**config.mk**
```make
export PLATFORM = sky130hd
export DESIGN_NAME = ranked_sequence_store_core
export DESIGN_NICKNAME = d
export VERILOG_FILES = /design/src/rtl/rss_pkg.sv /design/src/rtl/rss_cell.sv /design/src/rtl/ranked_sequence_store_core.sv
export SDC_FILE = /design/constraint.sdc
export NUM_CORES = 1
export LEC_CHECK = 0
export BUFFER_PORTS_ARGS = -buffer_cell sky130_fd_sc_hd__buf_2
export CAP_MARGIN = 20
export CORE_MARGIN = 4
export CORE_UTILIZATION = 35
export DETAILED_ROUTE_END_ITERATION = 8
export GPL_TIMING_DRIVEN = 1
export SETUP_SLACK_MARGIN = 0.05
export SLEW_MARGIN = 0
export SYNTH_ARGS = -nofsm -noshare
export SYNTH_HDL_FRONTEND = slang
export SYNTH_SLANG_ARGS = --single-unit
export TNS_END_PERCENT = 30
```
**constraint.sdc**
```tcl
create_clock -name clock -period 5.5 [get_ports clock]
set_clock_uncertainty 0.1 [all_clocks]
set_input_delay 0.275 -clock clock [delete_from_list [all_inputs] [get_ports clock]]
set_output_delay 0.275 -clock clock [all_outputs]
set_load 0.005 [all_outputs]
```
**src/rtl/rss_pkg.sv**
```systemverilog
package rss_pkg;

   localparam int CAPACITY = 32;
   localparam int IDX_W    = (CAPACITY > 1) ? $clog2(CAPACITY) : 1;
   localparam int CNT_W    = 6;   // fixed by the rank field; holds 0..CAPACITY

   typedef enum logic [1:0] {
      MODE_ADD    = 2'd0,
      MODE_DELETE = 2'd1,
      MODE_GET    = 2'd2,
      MODE_PRINT  = 2'd3
   } mode_type;

   typedef enum logic [1:0] {
      KIND_ELEM    = 2'd0,
      KIND_INVALID = 2'd1,
      KIND_END     = 2'd2,
      KIND_FULL    = 2'd3
   } kind_type;

   typedef struct packed {
      mode_type   mode;
      logic [5:0] rank;
      logic [7:0] element;
   } req_type;

   typedef struct packed {
      kind_type   kind;
      logic [7:0] value;
      logic       last;
   } rsp_type;

   typedef enum logic [1:0] {
      CELL_HOLD   = 2'd0,
      CELL_INSERT = 2'd1,
      CELL_DELETE = 2'd2
   } cell_op_type;

   // broadcast to every cell of the chain
   typedef struct packed {
      cell_op_type      op;
      logic [IDX_W-1:0] pos;
      logic [7:0]       element;
   } cell_ctrl_type;

endpackage

```
**src/rtl/rss_cell.sv**
```systemverilog
module rss_cell (
   input  logic                          clock,
   input  rss_pkg::cell_ctrl_type        ctrl,
   input  logic [rss_pkg::IDX_W-1:0]     cell_idx,
   input  logic [7:0]                    lower_value,
   input  logic [7:0]                    upper_value,
   output logic [7:0]                    value
);
   import rss_pkg::*;

   logic [7:0] value_ff;
   logic [7:0] value_in;

   always_comb begin
      value_in = value_ff;
      case (ctrl.op)
         CELL_INSERT: begin
            if (cell_idx > ctrl.pos) begin
               value_in = lower_value;   // shift up
            end else if (cell_idx == ctrl.pos) begin
               value_in = ctrl.element;
            end
         end
         CELL_DELETE: begin
            if (cell_idx >= ctrl.pos) begin
               value_in = upper_value;   // shift down
            end
         end
         default: begin
            value_in = value_ff;
         end
      endcase
   end

   always_ff @(posedge clock) begin
      value_ff <= value_in;
   end

   assign value = value_ff;

endmodule

```
**src/rtl/ranked_sequence_store_core.sv**
```systemverilog
// Ranked sequence store: chain of byte cells addressed by 1-based rank.
// Timing: add/delete take effect at the accepting edge, no result; get and
//   error results are registered and appear in the cycle after the transfer.
// Throughput: one item per cycle for add/delete/get while the result slot is free;
//   print emits count+1 results, one per cycle while rsp_ready holds, blocking input.
// Reset: item count cleared, output idle; cell contents are not cleared.
module ranked_sequence_store_core (
   input  logic             clock,
   input  logic             reset,
   input  logic             req_valid,
   output logic             req_ready,
   input  rss_pkg::req_type req_data,
   output logic             rsp_valid,
   input  logic             rsp_ready,
   output rss_pkg::rsp_type rsp_data
);
   import rss_pkg::*;

   typedef enum logic [1:0] {
      ST_IDLE  = 2'b01,
      ST_PRINT = 2'b10
   } state_type;

   state_type        state_ff,     state_in;
   logic [CNT_W-1:0] count_ff,     count_in;
   logic [CNT_W-1:0] print_idx_ff, print_idx_in;
   logic             rsp_valid_ff, rsp_valid_in;
   rsp_type          rsp_data_ff,  rsp_data_in;

   cell_ctrl_type    cell_ctrl;
   logic [7:0]       cell_value [CAPACITY];
   logic [IDX_W-1:0] rd_addr;
   logic [7:0]       rd_value;

   logic             slot_free;
   logic             req_xfer;
   logic             rank_zero;
   logic             add_ok;
   logic             ref_ok;     // rank names an existing element
   logic             store_full;
   logic [CNT_W-1:0] rank_m1;

   // ---------------------------------------------------------------------
   // Cell chain: each cell takes its neighbor's byte on insert/delete.
   // ---------------------------------------------------------------------
   for (genvar g = 0; g < CAPACITY; g++) begin : g_cell
      logic [7:0] lower_value;
      logic [7:0] upper_value;
      if (g == 0) begin : g_first
         assign lower_value = cell_ctrl.element;   // never selected
      end else begin : g_mid_lo
         assign lower_value = cell_value[g-1];
      end
      if (g == CAPACITY - 1) begin : g_last
         assign upper_value = cell_value[g];       // top slot goes stale on delete
      end else begin : g_mid_hi
         assign upper_value = cell_value[g+1];
      end
      rss_cell u_cell (
         .clock       (clock),
         .ctrl        (cell_ctrl),
         .cell_idx    (IDX_W'(g)),
         .lower_value (lower_value),
         .upper_value (upper_value),
         .value       (cell_value[g])
      );
   end

   // ---------------------------------------------------------------------
   // Control
   // ---------------------------------------------------------------------
   // A result register slot is free when empty or being drained this cycle.
   assign slot_free  = !rsp_valid_ff || rsp_ready;
   assign req_ready  = (state_ff == ST_IDLE) && slot_free;
   assign req_xfer   = req_valid && req_ready;

   assign rank_zero  = (req_data.rank == '0);
   assign add_ok     = !rank_zero && (req_data.rank <= count_ff + CNT_W'(1));
   assign ref_ok     = !rank_zero && (req_data.rank <= count_ff);
   assign store_full = (count_ff == CNT_W'(CAPACITY));
   assign rank_m1    = req_data.rank - CNT_W'(1);

   // single shared read port: print walks by index, get uses the rank
   always_comb begin
      if (state_ff == ST_PRINT) begin
         rd_addr = print_idx_ff[IDX_W-1:0];
      end else if (req_data.mode == MODE_PRINT) begin
         rd_addr = '0;
      end else begin
         rd_addr = rank_m1[IDX_W-1:0];
      end
   end
   assign rd_value = cell_value[rd_addr];

   always_comb begin
      state_in          = state_ff;
      count_in          = count_ff;
      print_idx_in      = print_idx_ff;
      rsp_valid_in      = rsp_valid_ff && !rsp_ready;
      rsp_data_in       = rsp_data_ff;
      cell_ctrl.op      = CELL_HOLD;
      cell_ctrl.pos     = rank_m1[IDX_W-1:0];
      cell_ctrl.element = req_data.element;

      case (state_ff)
         ST_IDLE: begin
            if (req_xfer) begin
               case (req_data.mode)
                  MODE_ADD: begin
                     if (!add_ok) begin
                        rsp_valid_in = 1'b1;
                        rsp_data_in  = '{kind: KIND_INVALID, value: 8'h00, last: 1'b1};
                     end else if (store_full) begin
                        rsp_valid_in = 1'b1;
                        rsp_data_in  = '{kind: KIND_FULL, value: 8'h00, last: 1'b1};
                     end else begin
                        cell_ctrl.op = CELL_INSERT;
                        count_in     = count_ff + CNT_W'(1);
                     end
                  end
                  MODE_DELETE: begin
                     if (!ref_ok) begin
                        rsp_valid_in = 1'b1;
                        rsp_data_in  = '{kind: KIND_INVALID, value: 8'h00, last: 1'b1};
                     end else begin
                        cell_ctrl.op = CELL_DELETE;
                        count_in     = count_ff - CNT_W'(1);
                     end
                  end
                  MODE_GET: begin
                     rsp_valid_in = 1'b1;
                     if (!ref_ok) begin
                        rsp_data_in = '{kind: KIND_INVALID, value: 8'h00, last: 1'b1};
                     end else begin
                        rsp_data_in = '{kind: KIND_ELEM, value: rd_value, last: 1'b1};
                     end
                  end
                  default: begin   // print
                     rsp_valid_in = 1'b1;
                     if (count_ff == '0) begin
                        rsp_data_in = '{kind: KIND_END, value: 8'h00, last: 1'b1};
                     end else begin
                        rsp_data_in  = '{kind: KIND_ELEM, value: rd_value, last: 1'b0};
                        print_idx_in = CNT_W'(1);
                        state_in     = ST_PRINT;
                     end
                  end
               endcase
            end
         end
         ST_PRINT: begin
            if (slot_free) begin
               rsp_valid_in = 1'b1;
               if (print_idx_ff == count_ff) begin
                  rsp_data_in = '{kind: KIND_END, value: 8'h00, last: 1'b1};
                  state_in    = ST_IDLE;
               end else begin
                  rsp_data_in  = '{kind: KIND_ELEM, value: rd_value, last: 1'b0};
                  print_idx_in = print_idx_ff + CNT_W'(1);
               end
            end
         end
         default: begin
            state_in = ST_IDLE;
         end
      endcase
   end

   always_ff @(posedge clock) begin
      if (reset) begin
         state_ff     <= ST_IDLE;
         count_ff     <= '0;
         print_idx_ff <= '0;
         rsp_valid_ff <= 1'b0;
      end else begin
         state_ff     <= state_in;
         count_ff     <= count_in;
         print_idx_ff <= print_idx_in;
         rsp_valid_ff <= rsp_valid_in;
      end
   end

   always_ff @(posedge clock) begin
      rsp_data_ff <= rsp_data_in;
   end

   assign rsp_valid = rsp_valid_ff;
   assign rsp_data  = rsp_data_ff;

   // ---------------------------------------------------------------------
   // Assertions
   // ---------------------------------------------------------------------
   a_count_bound: assert property (@(posedge clock) disable iff (reset)
      count_ff <= CNT_W'(CAPACITY))
      else $error("item count above capacity");

   a_print_idx_bound: assert property (@(posedge clock) disable iff (reset)
      (state_ff == ST_PRINT) |-> (print_idx_ff <= count_ff) && (print_idx_ff != '0))
      else $error("print index out of range");

   a_no_input_in_print: assert property (@(posedge clock) disable iff (reset)
      (state_ff == ST_PRINT) |-> !req_ready)
      else $error("input taken during print");

   a_count_stable_in_print: assert property (@(posedge clock) disable iff (reset)
      (state_ff == ST_PRINT) |=> $stable(count_ff))
      else $error("item count changed during print");

   a_nonelem_zero: assert property (@(posedge clock) disable iff (reset)
      (rsp_valid_ff && (rsp_data_ff.kind != KIND_ELEM)) |-> (rsp_data_ff.value == 8'h00))
      else $error("non-element result carries a value");

endmodule

```
# ---- Word level (Yosys, flattened, before mapping)
# Index checks and enable logic that the tools add are counted.
dict set report classes {
  eq_ne 113
  mux 170
  n_addsub 4
  n_bitwise 1
  magnitude_cmp 66
  n_reduce_logical 54
}
# cell n
set ops {}
lappend ops {{2-to-1 mux 8 bit} 97}
lappend ops {{one-hot mux 8 bit (2 select lines)} 31}
lappend ops {{!= test 3 x 1 -> 1 bit (second input constant)} 31}
lappend ops {{AND reduction 3 bit} 31}
lappend ops {{== test 5 bit (first input constant)} 16}
lappend ops {{> comparator 5 bit (first input constant)} 16}
lappend ops {{2-to-1 mux 11 bit} 7}
lappend ops {{greater-or-equal comparator 5 bit (first input constant)} 15}
lappend ops {{!= test 2 x 1 -> 1 bit (second input constant)} 32}
lappend ops {{2-to-1 mux 6 bit} 8}
lappend ops {{binary-select mux 8 bit (select 5 bit)} 1}
lappend ops {{== test 4 x 5 -> 1 bit (first input constant)} 8}
lappend ops {{greater-or-equal comparator 4 x 5 -> 1 bit (first input constant)} 8}
lappend ops {{> comparator 4 x 5 -> 1 bit (first input constant)} 8}
lappend ops {{one-hot mux 11 bit (3 select lines)} 1}
lappend ops {{one-hot mux 6 bit (2 select lines)} 2}
lappend ops {{one-hot mux 11 bit (2 select lines)} 1}
lappend ops {{== test 3 x 5 -> 1 bit (first input constant)} 4}
lappend ops {{greater-or-equal comparator 3 x 5 -> 1 bit (first input constant)} 4}
lappend ops {{> comparator 3 x 5 -> 1 bit (first input constant)} 4}
lappend ops {{2-to-1 mux 2 bit} 8}
lappend ops {{!= test 2 bit (second input constant)} 8}
lappend ops {{adder 6 x 1 -> 6 bit (second input constant)} 2}
lappend ops {{less-or-equal comparator 6 bit} 2}
lappend ops {{other kinds (32)} 63}
dict set report totals {
  ff_bits 282
  in_bits 20
  out_inout_bits 13
  word_cells 447
}

# ---- Depth between registers and ports, before layout
# Gate-level depths: netlist of run 1.
dict set report depth {
  ltp_word 11
  depth_mapped 16
  mapped_depth_nobuf 15
}

# ---- Modules after synthesis
# A second synthesis of run 1 with hierarchy kept.
dict set report unflattened {
  cells_unflattened 2885
  area_unflattened_um2 25971.2
}
# module cells_per_inst area_per_inst_um2 seq_area_each_um2 instances
set modules_own_cells {}
lappend modules_own_cells {{rss_cell (g_cell[15].u_cell ...)} 69 660.6 240.2 26}
lappend modules_own_cells {{rss_cell (g_cell[0].u_cell ...)} 77 733.2 240.2 6}
lappend modules_own_cells {ranked_sequence_store_core 629 4395.5 630.6 1}

# ---- Worst setup path after synthesis of run 1
# OpenSTA, ideal clock, no wires.
dict set report synth_timing {
  path_type {register to register}
  startpoint {reg count_ff[2]}
  endpoint {reg g_cell[1].u_cell.value_ff[0] (enable)}
  t_arrival_ns 3.765
  slack_ns 1.251
  setup_time_ns 0.383
  period_less_slack_ns 4.249
  required_ns 5.017
  path_stages_with_launch 16
  n_path_buf 3
  path_cell_list {dfxtp_1 buf_2 and3_1 xnor2_1 ha_1 a21o_1 a21o_1 a211oi_1 o21ai_1 or3_1 ha_1 clkbuf_1 nor2_1 clkbuf_1 nor2_1 nor3_1}
}
dict set report synth_between {
  elab_chain_cells 10
  word_cells_on_any_way 18
  classes_between {add/sub: 1; order compare: 2; eq/ne: 5; mux: 6; reduce/logical: 4}
}
# element line
set synth_rtl {}
lappend synth_rtl {{from (decl)} ranked_sequence_store_core.sv:25} ;# logic [CNT_W-1:0] count_ff, count_in;
lappend synth_rtl {{from (signal assigned)} ranked_sequence_store_core.sv:177} ;# count_ff <= count_in;
lappend synth_rtl {{adder 6 x 1 -> 6 bit} ranked_sequence_store_core.sv:78} ;# assign add_ok = !rank_zero && (req_data.rank <= count_ff + CNT_W'(1));
lappend synth_rtl {{less-or-equal comparator 6 bit} ranked_sequence_store_core.sv:78}
lappend synth_rtl {{logical AND 1 bit} ranked_sequence_store_core.sv:78}
lappend synth_rtl {{2-to-1 mux 1 bit} ranked_sequence_store_core.sv:110} ;# if (!add_ok) begin
lappend synth_rtl {{one-hot mux 2 bit (2 select lines) *} ranked_sequence_store_core.sv:108} ;# case (req_data.mode)
lappend synth_rtl {{2-to-1 mux 2 bit *} ranked_sequence_store_core.sv:107} ;# if (req_xfer) begin
lappend synth_rtl {{2-to-1 mux 2 bit *} ranked_sequence_store_core.sv:105} ;# case (state_ff)
lappend synth_rtl {{== test 2 x 1 -> 1 bit / == test 2 bit (equally long branches)} rss_cell.sv:16} ;# case (ctrl.op)
lappend synth_rtl {{!= test 3 x 1 -> 1 bit (no source line), or another cell as far along} --}
lappend synth_rtl {{AND reduction 3 bit (no source line) *} --}
lappend synth_rtl {{to (signal assigned)} rss_cell.sv:36} ;# value_ff <= value_in;
lappend synth_rtl {{to (decl)} rss_cell.sv:11} ;# logic [7:0] value_ff;
# Mark *: on every way between the ends. The rest lies on a longest branch, timed or not.
# A chain may end at the register's enable or synchronous reset.

# ---- Worst setup path in the final report of run 1
dict set report layout_timing {
  startpoint {reg count_ff[2]}
  endpoint {reg g_cell[30].u_cell.value_ff[3] (enable)}
}
dict set report layout_between {
  elab_chain_cells 10
  word_cells_on_any_way 18
  classes_between {add/sub: 1; order compare: 2; eq/ne: 5; mux: 6; reduce/logical: 4}
}
# element line
set layout_rtl {}
lappend layout_rtl {{adder 6 x 1 -> 6 bit} ranked_sequence_store_core.sv:78}
lappend layout_rtl {{less-or-equal comparator 6 bit} ranked_sequence_store_core.sv:78}
lappend layout_rtl {{logical AND 1 bit} ranked_sequence_store_core.sv:78}
lappend layout_rtl {{2-to-1 mux 1 bit} ranked_sequence_store_core.sv:110}
lappend layout_rtl {{one-hot mux 2 bit (2 select lines) *} ranked_sequence_store_core.sv:108}
lappend layout_rtl {{2-to-1 mux 2 bit *} ranked_sequence_store_core.sv:107}
lappend layout_rtl {{2-to-1 mux 2 bit *} ranked_sequence_store_core.sv:105}
lappend layout_rtl {{== test 2 x 1 -> 1 bit / == test 2 bit (equally long branches)} rss_cell.sv:16}
lappend layout_rtl {{!= test 3 x 1 -> 1 bit (no source line), or another cell as far along} --}
lappend layout_rtl {{AND reduction 3 bit (no source line) *} --}
lappend layout_rtl {{to (signal assigned)} rss_cell.sv:36}
lappend layout_rtl {{to (decl)} rss_cell.sv:11}
# Marked as above.

==> results of run 1 <==
## cell usage in the layout, fill, tap and decap left out, types with 6 or more instances in the layout
cell,netlist,layout
ha_1,23,22
clkbuf_16,0,35
buf_4,5,49
mux2_2,21,21
a21o_1,6,6
or3_1,9,9
dfxtp_1,15,15
nor2_4,5,6
mux2i_1,254,254
nor2b_1,11,11
a2111oi_0,43,43
xnor2_1,11,10
o21ai_1,55,56
and3_1,58,58
buf_2,35,32
a21oi_4,6,6
nand2_1,368,368
nor4_1,23,23
a32oi_1,18,18
nand4_1,6,6
nor2_1,56,56
inv_1,18,18
nand3_1,43,43
nand2b_1,8,8
a31oi_1,21,21
clkbuf_1,117,9
o22ai_1,9,9
o21ai_0,202,201
a211oi_1,18,18
a21oi_1,59,58
edfxtp_1,267,267
and2_1,7,7
## layer usage
metal | share of wire, % | vias to the layer above | routed length, µm | global-route usage (%)
met1 | 44 | 7268 | 24590 | 27.25
met4 | 2.6 | 2 | 1447 | 5.639
met3 | 8.2 | 102 | 4599 | 3.905
met5 | 0.020 | - | 11 | 0
li1 | - | 6833 | - | -
met2 | 45 | 673 | 25420 | 30.53
## path summary, 6_finish.rpt
kind | depth (start not counted) | from | slack [ps] | endpoint
hold reg to reg | 2 | print_idx_ff[5] | 420 | print_idx_ff[5]
setup / recovery | 15 | count_ff[2] | 850 | g_cell[30].u_cell.value[3]
hold / removal | 2 | reset | 30 | state_ff[1]
setup reg to reg | 15 | count_ff[2] | 850 | g_cell[30].u_cell.value[3]
## power groups by stage
| stage | registers [mW] | logic, mW | clock network, mW |
|---|---|---|---|
| 5_1_grt | 2.73 | 1.59 | 2.35 |
| 3_5_place_dp | 2.76 | 1.45 | 0 |
| 6_report | 2.72 | 1.48 | 2.22 |
| 4_1_cts | 2.72 | 1.46 | 2.25 |
| 3_3_place_gp | 2.75 | 1.43 | 0 |
| 2_1_floorplan | 2.71 | 0.979 | 0 |
## state kept, by name (all words and copies together) (netlist names)
name and count:
print_idx_ff 6, g_cell.u_cell.value 256, rsp_valid 1, count_ff 6, rsp_data 11, state_ff 2
## cell type report
class	instances	area, µm²	share of cell area [%]
clock buffer	44	909.6	4.578
multi-input combinational	1405	9016	45.38
sequential	282	8318	41.86
timing repair buffer	83	568.0	2.859
tap	672	840.8	4.231
clock inverter	15	150.1	0.7556
inverter	18	67.56	0.3400
## worst register-to-register path, stage by stage (launching register included)
cell,delay (ps)
dfxtp_1,490
and3_1,270
nand3_1,130
xnor2_1,160
ha_1,300
nand4_1,120
a21oi_1,140
a211oi_1,70
o21ai_1,430
or3_1,290
inv_1,70
ha_1,350
nor2_1,380
buf_4,250
nor4_1,70
nor2_1,670
## stage by stage
step                instance area [µm²]  cells
floorplan                         18020   1866
global placement                  18800   2458
detailed placement                18800   2459
CTS                               19860   2518
global route                      19870   2519
finish                            19870   2519
## cells by family (layout without fill, tap and decap cells)
logic type / after synthesis / after routing / synth area share [%]
AND/OR/NAND/NOR: 613 / 613 / 15.42
AO/OA/AOI/OAI: 475 / 475 / 16.14
flip-flops: 282 / 282 / 46.15
multiplexers: 277 / 277 / 15.67
adder cells (fa/ha/maj): 23 / 23 / 1.597
XOR/XNOR: 17 / 17 / 0.9511
buffers and inverters: 179 / 160 / 4.075
==> results.json, run 1 <==
{
  "grt_first_pass_wirelength_um": 86420,
  "power_leakage_nw": 7.139,
  "synth_commonest_cells": "nand2_1 (368), edfxtp_1 (267), mux2i_1 (254), o21ai_0 (202), clkbuf_1 (117)",
  "grt_use_total_pct": 19.42,
  "synth.most_common_cell": "nand2_1",
  "cts_made_buffers": 34,
  "worst_slack_ps": 845.8,
  "drc": 0,
  "vias": 14880,
  "pre_cts_slack_ps": 852.8,
  "worst-path-max-fanout": 10,
  "switchingPower_mw": 2.004,
  "synth.area.top_cells": "edfxtp_1 (44%), mux2i_1 (14%), nand2_1 (7.7%), o21ai_0 (5.6%), clkbuf_1 (2.4%)",
  "total_power_mw": 6.419,
  "end_kind": "flip-flop",
  "yosysUniqueCellTypes": 67,
  "yosysTopAreaCell": "edfxtp_1",
  "status": "finished, final reports clean",
  "maxSlewViolCount": 0,
  "slew_headroom_pct": 30.33,
  "p_per_area_nw_per_um2": 323.1,
  "synth-edff-count": 267,
  "criticalPathCategory": "reg -> reg",
  "finalSetupTns_ps": 0,
  "postSynthCellCount": 1866,
  "insertion_delay_ps": 550,
  "cts_sinks": 282,
  "hold_viol_final": 0,
  "swShare_pct": 31.22,
  "peakVddDrop_uv": 181.5,
  "wl_um": 56070,
  "grt_pass1_vias": 14230,
  "h-tree-depth": 2,
  "antenna_cells": 0,
  "antenna_found_initial": 1,
  "slowest_delay_ps": 670,
  "clk_pin_slew_ps": 60,
  "die_w_um": 234.9,
  "synth_top_area_share_pct": 44.48,
  "fin_nets": 1867,
  "worstPathCellList": "and3_1 -> nand3_1 -> xnor2_1 -> ha_1 -> nand4_1 -> a21oi_1 -> a211oi_1 -> o21ai_1 -> or3_1 -> inv_1 -> ha_1 -> nor2_1 -> buf_4 -> nor4_1 -> nor2_1",
  "finalSetupViolCount": 0,
  "cts-resized-gates": 0,
  "io_pins": 33,
  "ys_seq_area_share_pct": 46.15,
  "fin_util_pct": 39.28,
  "drive_gt1_share_pct": 10.07,
  "syn_nets": 1909,
  "pwr-share-comb_pct": 23.0,
  "synthToLayoutAreaGrowth_pct": 10.25,
  "p_seq_share_pct": 42.3,
  "cts_buffer_depth": 3,
  "cts_tree": "built",
  "ctsHoldBuffers": 0,
  "tightest_slew_ps": 1044,
  "cpMaxStageDelayCell": "nor2_1",
  "initial_core_util_pct": 35.63,
  "synth.cell_area_um2": 18020,
  "place_congestion": 0.8784,
  "port_buffers": 32,
  "core_um2": 50580,
  "avgSynthCellArea_um2": 9.659,
  "fillers": 4945,
  "crit_path_start_kind": "flip-flop",
  "overflow": 0,
  "drt_iter0_markers": 1711,
  "placement_rows": 82,
  "critPathRequiredTime_ps": 5560,
  "hpwlAfterDp_um": 37910,
  "hp-class": "in -> reg",
  "die_h_um": 234.9,
  "synth_seq_cells": 282,
  "first_pass_iters": 8,
  "cts-root-buf": "clkbuf_16",
  "internal-power_mw": 4.415,
  "cp.buffers_inverters": 2,
  "fmax_mhz": 214.9,
  "ys_warn_count": 0,
  "cts_setup_buffers": 0,
  "rsz0062_at_grt": "no",
  "ys.flop_type": "edfxtp_1",
  "drv_cap": 0,
  "async_flop_share_pct": 0,
  "clock_power_share_pct": 34.7,
  "fin_crit_sh_pct": 84.62,
  "cp.arrival_ps": 4710,
  "fin_hold_ws_ps": 32.25,
  "dieArea_um2": 55190,
  "ant_nets": 0,
  "grt_max_degree": 257,
  "fin_crit_ps": 4654,
  "wire_per_inst_um": 22.26,
  "viasPerCell": 5.906,
  "crit_family": "simple AND/OR/NAND/NOR gates"
}
No activity file was read; power rests on OpenSTA's default activity.
==> run 2: changes to the inputs <==
- ABC_AREA: default -> 1
- clock period: 5.5 -> 4.35 ns (I/O delays scaled with it)
==> run 2 against run 1 <==
Critical path type unchanged. Design area grew 2.4%. Critical path depth is 3 higher. Highest routed layer is now met4. Non-clock buffer count is 13 higher. Largest cell class unchanged.
==> results.json, run 2 <==
{
  "status": "finished, final reports clean",
  "power_leakage_nw": 7.994,
  "postSynthCellCount": 2440,
  "h-tree-depth": 2,
  "synth.cell_area_um2": 18500,
  "rsz0062_at_grt": "yes",
  "yosysUniqueCellTypes": 42,
  "insertion_delay_ps": 550,
  "clk_pin_slew_ps": 60,
  "grt_first_pass_wirelength_um": 99190,
  "die_h_um": 237.9,
  "drt_iter0_markers": 2336,
  "cts_buffer_depth": 3,
  "finalSetupViolCount": 0,
  "fillers": 5164,
  "crit_family": "simple AND/OR/NAND/NOR gates",
  "avgSynthCellArea_um2": 7.582,
  "hold_viol_final": 0,
  "total_power_mw": 7.368,
  "finalSetupTns_ps": 0,
  "worst-path-max-fanout": 8,
  "core_um2": 51820,
  "first_pass_iters": 6,
  "initial_core_util_pct": 35.70,
  "async_flop_share_pct": 0,
  "internal-power_mw": 5.084,
  "synth_top_area_share_pct": 43.34,
  "dieArea_um2": 56600,
  "place_congestion": 0.9831,
  "crit_path_start_kind": "flip-flop",
  "synth_commonest_cells": "nand2_1 (614), nand3_1 (392), o21ai_0 (340), edfxtp_1 (267), a21oi_1 (169)",
  "swShare_pct": 30.99,
  "slew_headroom_pct": 18.67,
  "pwr-share-comb_pct": 19.1,
  "cts_setup_buffers": 0,
  "grt_pass1_vias": 16830,
  "cts_sinks": 282,
  "r2r_slack_ps": 310,
  "placement_rows": 83,
  "place_inst": 3036,
  "drv_cap": 0,
  "gr-max-usage-layer": "met2",
  "grt_use_met1_pct": 31.27,
  "cts_made_buffers": 34,
  "vias": 18000,
  "wire_per_inst_um": 21.08,
  "final_cell_mix": "nand2_1 (612), nand3_1 (391), o21ai_0 (340)",
  "critPathRequiredTime_ps": 4510,
  "antenna_cells": 0,
  "grtUsageMet3_pct": 3.387,
  "overflow": 0,
  "syn_nets": 2483,
  "yosysTopAreaCell": "edfxtp_1",
  "hpwlAfterDp_um": 44400,
  "fmax_mhz": 247.5,
  "cp.buffers_inverters": 3,
  "grt_util_met2_pct": 34.03,
  "ys_seq_area_share_pct": 44.96,
  "grt_use_total_pct": 22.08,
  "end_kind": "flip-flop",
  "ys_warn_count": 0,
  "cp.arrival_ps": 4200,
  "final_common_cell": "nand2_1",
  "wl_um": 65360,
  "finalNonFillerCells": 3101,
  "grt_max_degree": 240,
  "hp-class": "in -> reg",
  "ant_nets": 0,
  "p_per_area_nw_per_um2": 362.0,
  "synth.most_common_cell": "nand2_1",
  "die_w_um": 237.9,
  "drive_gt1_share_pct": 8.963,
  "fin_nets": 2438,
  "slowest_delay_ps": 440,
  "tightest_slew_ps": 1219,
  "synth.area.top_cells": "edfxtp_1 (43%), nand2_1 (12%), nand3_1 (11%), o21ai_0 (9.2%), a21oi_1 (4.6%)",
  "synth_seq_cells": 282,
  "criticalPathCategory": "reg -> reg",
  "fin_crit_ps": 4040,
  "synthToLayoutAreaGrowth_pct": 10.02,
  "maxSlewViolCount": 0,
  "seqCellArea_um2": 8318,
  "switchingPower_mw": 2.283,
  "io_pins": 33,
  "drc": 0,
  "viasPerCell": 5.803,
  "pre_cts_slack_ps": 378.9,
  "multi_input_area_um2": 8753,
  "fin_crit_sh_pct": 92.88,
  "p_seq_share_pct": 44.2,
  "cts_tree": "built",
  "clock_power_share_pct": 36.7,
  "worstPathCellList": "nand3_1 -> o31ai_1 -> nand2_1 -> ha_1 -> nand2_1 -> nor2_1 -> nand3_1 -> nand2_1 -> nand4_1 -> nor2_1 -> inv_1 -> ha_4 -> nor2_1 -> nor2_1 -> inv_1 -> nand2_1 -> a21oi_1 -> buf_4",
  "port_buffers": 32,
  "synth-edff-count": 267,
  "peakVddDrop_uv": 211.8,
  "cts-root-buf": "clkbuf_16",
  "fin_hold_ws_ps": 30.69,
  "ys.flop_type": "edfxtp_1",
  "antenna_found_initial": 1,
  "worst_slack_ps": 309.5,
  "largest_register_ffs": 256,
  "cpMaxStageDelayCell": "dfxtp_1"
}
run 2: changes by cell type after synthesis, sizes merged, moves of 21 or more:
| cell | previous run | this run |
|---|---|---|
| nor4 | 23 | 0 |
| mux2i | 254 | 0 |
| o21ai | 260 | 369 |
| inv | 18 | 177 |
| nand3 | 43 | 394 |
| buf | 44 | 72 |
| nor2 | 65 | 125 |
| nand2 | 371 | 643 |
| a2111oi | 43 | 0 |
| a21oi | 66 | 169 |
| and3 | 58 | 0 |
| o211ai | 4 | 29 |
| mux2 | 21 | 0 |
run 2: through the flow:
step           cell area [µm²]  utilization [%]
3_5_place_dp             19290            37.22
2_1_floorplan            18500                -
6_report                 20350            39.27
4_1_cts                  20320            39.22
3_3_place_gp             19290            37.22
5_1_grt                  20350            39.27
run 2: logic make-up after synthesis:
logic type	after synthesis	synth area share [%]
and+or+nand+nor	1173	27.79
AOI/OAI and AO/OA	596	17.17
xor gates and xnor gates	11	0.5208
buffers and inverters	355	7.995
DFF	282	44.96
adders and majority gates	23	1.556
run 2: area by class of cell:
| type | instances | share of cell area [%] |
|---|---|---|
| Timing Repair Buffer | 96 | 3.578 |
| Inverter | 178 | 3.357 |
| Tap cell | 680 | 4.181 |
| Clock inverter | 22 | 0.7131 |
| Multi-Input combinational cell | 1803 | 43.01 |
| Clock buffer | 40 | 4.291 |
| Sequential cell | 282 | 40.87 |
run 2: path summary, 6_finish.rpt:
kind,startpoint,endpoint,cells past startpoint
worst max-delay path,count_ff[0],g_cell[6].u_cell.value[2],18
worst min-delay path,req_data[14],count_ff[4],4
worst max register to register,count_ff[0],g_cell[6].u_cell.value[2],18
worst min register to register,state_ff[1],state_ff[1],2
run 2: power by group through the flow:
stage | registers (mW) | logic (mW) | clock network, mW
global placement | 3.31 | 1.35 | 0
global route | 3.26 | 1.54 | 2.86
finish | 3.25 | 1.41 | 2.71
floorplan | 3.27 | 0.936 | 0
detailed placement | 3.31 | 1.37 | 0
CTS | 3.25 | 1.38 | 2.75
run 2: worst reg2reg max path, delay by kind of cell (launching register included):
family,cells,cell delay (ps)
AOI/OAI and AO/OA,2,490
adders and majority gates,2,510
buffers and inverters,3,500
DFF,1,440
and+or+nand+nor,11,1700
run 2: repair_timing:
| item | CTS | global route |
|---|---|---|
| gates resized for setup | 0 | 1 |
| hold buffers | 2 | 0 |
| setup endpoints to repair | 0 | 24 |
| hold endpoints to repair | 8 | 0 |
run 2: metal layers:
metal / routed length, µm / part of all wire, %
met2: 29140 / 45
met5: 0 / 0
met1: 27710 / 42
met3: 6251 / 9.6
met4: 2248 / 3.4
